<file path="config.mk">
export PLATFORM = sky130hd
export DESIGN_NAME = vrt_div
export DESIGN_NICKNAME = d
export VERILOG_FILES = /design/src/design/vrt_pkg.sv /design/src/design/vrt_div.sv
export SDC_FILE = /design/constraint.sdc
export NUM_CORES = 1
export LEC_CHECK = 0
export ABC_AREA = 1
export BUFFER_PORTS_ARGS = -buffer_cell sky130_fd_sc_hd__buf_2
export CORE_UTILIZATION = 30
export CTS_CLUSTER_DIAMETER = 200
export DETAILED_ROUTE_END_ITERATION = 8
export HOLD_SLACK_MARGIN = 0.08
export PLACE_DENSITY_LB_ADDON = 0.3
export SLEW_MARGIN = 20
export SYNTH_ARGS = -nofsm -noshare
export SYNTH_HDL_FRONTEND = slang
export SYNTH_SLANG_ARGS = --single-unit
</file>
<file path="constraint.sdc">
create_clock -name clk_i -period 3.5 [get_ports clk_i]
set_input_delay 0.175 -clock clk_i [delete_from_list [all_inputs] [get_ports clk_i]]
set_output_delay 0.175 -clock clk_i [all_outputs]
set_load 0.05 [all_outputs]
</file>
<file path="src/design/vrt_pkg.sv">
package vrt_pkg;

  // Fixed-point format of distances, coordinates and the unit direction.
  localparam int FRAC_BITS = 16;
  localparam int VOXEL_BITS_DEF = 16;

  // Distances along the ray saturate at the top of this width.
  localparam int T_W = 48;
  localparam logic [T_W-1:0] T_MAX = '1;

  // Unit direction magnitude never exceeds 1.0.
  localparam int U_W = FRAC_BITS + 1;
  localparam logic [U_W-1:0] ONE_Q = U_W'(64'd1 << FRAC_BITS);
  localparam logic [U_W-1:0] EPS_UNIT = U_W'((64'd1 << FRAC_BITS) / 64'd1000000);

  // Smallest squared direction length that still counts as a direction.
  localparam logic [63:0] LEN_SQ_MIN =
    ((64'd1 << (2 * FRAC_BITS)) + 64'd999999999999) / 64'd1000000000000;

  // Shared restoring divider.
  localparam int DEN_W = 33;
  localparam int REM_W = DEN_W + 1;
  localparam int NUM_W = 2 * FRAC_BITS + 1;
  localparam int QUO_W = NUM_W;
  localparam int CNT_W = $clog2(NUM_W + 1);

  typedef struct packed {
    logic             start;
    logic [REM_W-1:0] rem;
    logic [NUM_W-1:0] num;
    logic [DEN_W-1:0] den;
    logic [CNT_W-1:0] iters;
  } div_req_t;

  typedef struct packed {
    logic             done;
    logic [QUO_W-1:0] quot;
  } div_rsp_t;

endpackage

</file>
<file path="src/design/vrt_div.sv">
module vrt_div import vrt_pkg::*; (
  input  logic     clk_i,
  input  logic     rst_ni,
  input  div_req_t req_i,
  output div_rsp_t rsp_o
);

  // One quotient bit per cycle. The caller preloads the partial remainder
  // and left-aligns the numerator bits still to be brought down.
  logic [REM_W-1:0] rem_q;
  logic [NUM_W-1:0] num_q;
  logic [DEN_W-1:0] den_q;
  logic [QUO_W-1:0] quot_q;
  logic [CNT_W-1:0] cnt_q;
  logic             busy_q;
  logic             done_q;

  logic [REM_W-1:0] rem_sh;
  logic             ge;
  logic [REM_W-1:0] rem_nx;

  assign rem_sh = {rem_q[REM_W-2:0], num_q[NUM_W-1]};
  assign ge     = rem_sh >= {1'b0, den_q};
  assign rem_nx = ge ? rem_sh - {1'b0, den_q} : rem_sh;

  always_ff @(posedge clk_i or negedge rst_ni) begin
    if (!rst_ni) begin
      rem_q  <= '0;
      num_q  <= '0;
      den_q  <= '0;
      quot_q <= '0;
      cnt_q  <= '0;
      busy_q <= 1'b0;
      done_q <= 1'b0;
    end else begin
      done_q <= 1'b0;
      if (req_i.start) begin
        rem_q  <= req_i.rem;
        num_q  <= req_i.num;
        den_q  <= req_i.den;
        cnt_q  <= req_i.iters;
        quot_q <= '0;
        busy_q <= 1'b1;
      end else if (busy_q) begin
        rem_q  <= rem_nx;
        num_q  <= {num_q[NUM_W-2:0], 1'b0};
        quot_q <= {quot_q[QUO_W-2:0], ge};
        cnt_q  <= cnt_q - CNT_W'(1);
        if (cnt_q == CNT_W'(1)) begin
          busy_q <= 1'b0;
          done_q <= 1'b1;
        end
      end
    end
  end

  assign rsp_o = '{done: done_q, quot: quot_q};

endmodule

</file>
# Yosys cells after proc, flatten, opt, wreduce, memory -nomap -nowiden
# Index checks and enable logic that the tools add are counted.
[op_classes]
addsub = 2
order_cmp = 1
eq_ne = 1
n_mux = 15
n_reduce_logical = 1
[ops]
columns = ["operator", "n"]
rows = [
  ["$mux W33", 7],
  ["$ge A34 B33 Y1", 1],
  ["$sub A33 B33 Y33", 1],
  ["$mux W6", 2],
  ["$eq A6 B1 Y1 const B", 1],
  ["$mux W1", 6],
  ["$sub A6 B1 Y6 const B", 1],
  ["$reduce_bool A2 Y1", 1],
]
[totals]
regBits = 140
in_bits = 109
output_inout_bits = 34
word_cells = 27

# Depth between registers and ports, before layout
[depth]
word_depth = 4
ltp_mapped = 17
ltp_nobuf = 16

# Worst setup path after synthesis
# Ideal clock, no wire load.
[synth_path]
path_type = "reg-to-reg"
startpoint = "register num_q[32]"
endpoint = "register rem_q[2]"
setup_ps = 121
arrival_time_ps = 1902
t_required_ps = 3379
path_slack_ps = 1476
path_stages_with_launch = 14
path_buffers = 1
synth_period_minus_slack_ps = 2024
path_cell_list = "dfrtp_1 > inv_1 > ha_1 > inv_1 > fa_1 > nand3_1 > nand3_2 > nand2_1 > nand2_1 > nand2_2 > buf_2 > nand3b_1 > nand3_1 > nand2_1"
[synth_between]
elab_chain_cells = 4
word_cells_on_any_way = 5
cone_classes = "add/sub: 1; order compare: 1; mux: 3"
[synth_lines]
columns = ["element", "line_no", "rtl"]
rows = [
  ["start, declared", "vrt_div.sv:11", "logic [NUM_W-1:0] num_q;"],
  ["start signal, assigned", "vrt_div.sv:39", "num_q <= req_i.num;"],
  ["start signal, assigned", "vrt_div.sv:46", "num_q <= {num_q[NUM_W-2:0], 1'b0};"],
  ["$sub A33 B33 Y33 or $ge A34 B33 Y1 (tied branches)", "vrt_div.sv:24, vrt_div.sv:23", ""],
  ["$mux W33 *", "vrt_div.sv:24", "assign rem_nx = ge ? rem_sh - {1'b0, den_q} : rem_sh;"],
  ["$mux W33 *", "vrt_div.sv:44", "end else if (busy_q) begin"],
  ["$mux W33 *", "vrt_div.sv:37", "if (req_i.start) begin"],
  ["end signal, assigned", "vrt_div.sv:38", "rem_q <= req_i.rem;"],
  ["end signal, assigned", "vrt_div.sv:45", "rem_q <= rem_nx;"],
  ["end, declared", "vrt_div.sv:10", "logic [REM_W-1:0] rem_q;"],
]
# Mark *: on every way between the ends. The rest lies on a longest branch, timed or not. The select of a mux whose other input is x is not followed.
# A chain may end at the register's enable or synchronous reset.

# Final worst setup path
[layout_path]
startpoint = "register num_q[32]"
endpoint = "register rem_q[15]"
# Same word-level chain as after synthesis.

==> out/results.tsv <==
stage	metric	value	unit
clock_network	cts_root_buffer	clkbuf_16	
yosys	synth_area_leaders	dfrtp_1 (40%), nand2_1 (19%), inv_1 (9.9%)	
layout	finalNetCount	1622	
drt	detail_route.iter0.violations	412	
yosys	syn_inst	1245	
setup_path	reg2reg_to	rem_q[15]	
setup_path	critPathMaxFanout	21	
sta	finalSetupViolCount	0	
layout	fin_cells	1874	
floorplan	dieWidth	174	µm
yosys	ys_seq_area_share	39.7	%
yosys	synth_area	8830	µm²
yosys	synth_async_sr_flop_share	100	%
drt	ant_nets	0	
yosys	synth_nets	1390	
sta	hold_viol	0	
setup_path	cpMostUsedCell	nand2_1	
setup_path	crit_type	reg -> reg	
clock_network	cts_sinks	140	
floorplan	initial_core_util	30.6	%
floorplan	core-area	28900	µm²
setup_path	crit_buf_inv	3	
drt	drtPass1Iterations	5	
sta	rsz0062_at_grt	false	
drt	wl	26200	µm
sta	fin_crit	2.52	ns
flow_run	maxCapViolCount	0	
layout	num_antenna_cells	0	
global_routing	use_met1	23.4	%
yosys	avgSynthCellArea	7.10	µm²
layout	drive_gt1_share	13.6	%
outcome	outcome	completed	
floorplan	ios	143	
global_routing	grtUsageTotal	17.9	%
power	peakVddDrop	281	µV
power	p_per_area	686	nW/µm²
drt	wl_per_cell	14.0	µm
hold_path	hold_path.startpoint	req_i[106]	
global_routing	gr-usage-met2	31.1	%
sta	tightest_slew	0.865	ns
drt	drc	0	
global_routing	grt_pass1_wl	43300	µm
hold_path	worst_hold_path_type	in -> reg	
placement	gp_congestion	0.881	
layout	fillers	3089	
layout	area.growth.synth_to_final	30.7	%
clock_network	clk_pin_slew	0.07	ns
setup_path	start_kind	register	
placement	hpwlAfterDp	18500	µm
clock_network	clk_latency	0.43	ns
floorplan	rows	62	
global_routing	grt_start_max_net_pins	88	
floorplan	fp.dieH	174	µm
clock_network	cts_tree	yes	
clock_network	htreeDepth	4	
yosys	yosys-top-cells-count	nand2_1 (447), inv_1 (234), dfrtp_1 (140)	
drt	vias_per_cell	4.52	
setup_path	crit_path_cell_trace	inv_1 > ha_1 > inv_1 > fa_1 > nand3_1 > nand3_2 > nand2_1 > nand2_1 > nand2_2 > buf_4 > nand3b_1 > nand3_1 > nand2_1	
yosys	synthFlopType	dfrtp_1	
setup_path	crit_slowest_cell	fa_1	
global_routing	grt_pass1_vias	8709	
setup_path	end_kind	register	
yosys	yosys_warnings	0	
sta	slew_viol_final	0	
setup_path	cp_slowest_stage_delay	0.45	ns
sta	fmax	0.398	GHz
yosys	synth_edf_count	0	
yosys	synth_top_area_share	39.7	%
drt	vias	8464	
power	p_total	7.92	mW
sta	maxSlewHeadroom	42.0	%
placement	port_buffers	141	
clock_network	clock_path_buffers	2	
yosys	yosys.area.top_type	dfrtp_1	
floorplan	dieArea	30100	µm²
sta	setup_tns	0	ns
yosys	synthDistinctLibCells	35	
global_routing	met3_usage	3.03	%
clock_network	cts-buffers-inserted	17	
setup_path	crit_required	3.81	ns
hold_path	min_to	num_q[26]	
power	leakagePower	6.18	nW
placement	placedCellCount	1736	
hold_path	hold_depth	3	
setup_path	rr_startpoint	num_q[32]	
setup_path	ff2ff_path_depth	13	
global_routing	grt_antenna_before_repair	0	
setup_path	critical_path.top_delay_family	simple AND/OR/NAND/NOR gates	
setup_path	critPathArrivalTime	2.83	ns
setup_path	regToRegSetupSlack	0.98	ns
sta	timing.final.crit_share	71.9	%
yosys	yosysMostFrequentCell	nand2_1	
global_routing	busiest_layer	met2	
global_routing	gr-total-overflow	0	
sta	worst_clock_skew	0.0120	ns
yosys	synth_seq_cells	140	
==> worst max-delay path by stage <==
stage               slack [ns]  cells after the start       from        end
finish                    0.98                     13  num_q[32]  rem_q[15]
global placement          1.00                     13  num_q[32]  rem_q[15]
CTS                       0.99                     13  num_q[32]  rem_q[15]
global route              0.82                     13  num_q[32]  rem_q[15]
floorplan                 1.48                     13  num_q[32]   rem_q[2]
detailed placement        1.00                     13  num_q[32]  rem_q[15]
==> cell families after synthesis <==
logic type	Yosys count	synth area share, %
AND/OR/NAND/NOR	612	29.4
buffers and inverters	284	12.4
AO/OA/AOI/OAI	156	11.6
flip-flops	140	39.7
adder cells (fa/ha/maj)	36	5.18
XOR/XNOR	17	1.69
==> tightest hold or removal path, delay by kind of cell <==
family                 cells  cell delay, ns
buffers and inverters      1            0.22
and+or+nand+nor            2            0.16
==> layer usage <==
metal,vias to the layer above,wire (µm)
li1,4367,-
met1,3914,12400
met2,168,12500
met3,15,1080
met4,0,182
met5,-,0
==> final cells by class <==
class                      instances  area, µm²  area share [%]
clock buffer                      19        433            3.75
clock inverter                    13        133            1.15
sequential                       140       3500            30.3
tap                              384        480            4.16
multi-input combinational        821       4240            36.7
inverter                         239        897            7.77
timing repair buffer             258       1860            16.1
==> placed cells by master, fill, tap and decap left out, types with 12 or more instances in the layout <==
cell           count
dlygate4sd3_1    106
a21oi_1           15
nand2_1          447
a22oi_1           37
o221ai_1          20
o21ai_0           39
clkbuf_16         17
buf_4             12
xnor2_1           15
buf_2            139
ha_1              35
nor2_1            42
nand3b_1          23
dfrtp_1          140
o22ai_1           31
inv_1            234
nand3_1           63
==> registers in the layout, summed over array words and instances, names as in the netlist <==
signal	count
busy_q	1
cnt_q	6
den_q	33
done_q	1
num_q	33
quot_q	33
rem_q	33
==> through the flow <==
stage / hold WS (ns) / util, % / setup slack, ns / cell area [µm²]
2_1_floorplan: -0.121 / - / 1.48 / 8830
4_1_cts: 0.152 / 40.0 / 0.990 / 11500
6_report: 0.174 / 40.0 / 0.985 / 11500
3_5_place_dp: 0.318 / 34.4 / 1.00 / 9920
5_1_grt: 0.191 / 40.0 / 0.825 / 11500
3_3_place_gp: 0.316 / 34.4 / 1.00 / 9920
==> where the power goes <==
group	internal (mW)	leakage (nW)	total, mW	switching [mW]
Combinational	1.46	4.17	4.01	2.55
Clock	0.998	0.264	1.80	0.804
Sequential	1.91	1.75	2.11	0.204
Total	4.37	6.18	7.92	3.56
==> timing repair <==
action,in CTS,in global routing
setup buffers,0,0
resized for setup,0,0
hold endpoints to repair,189,0
hold buffers,106,0
Power figures use the tool's default switching activity.
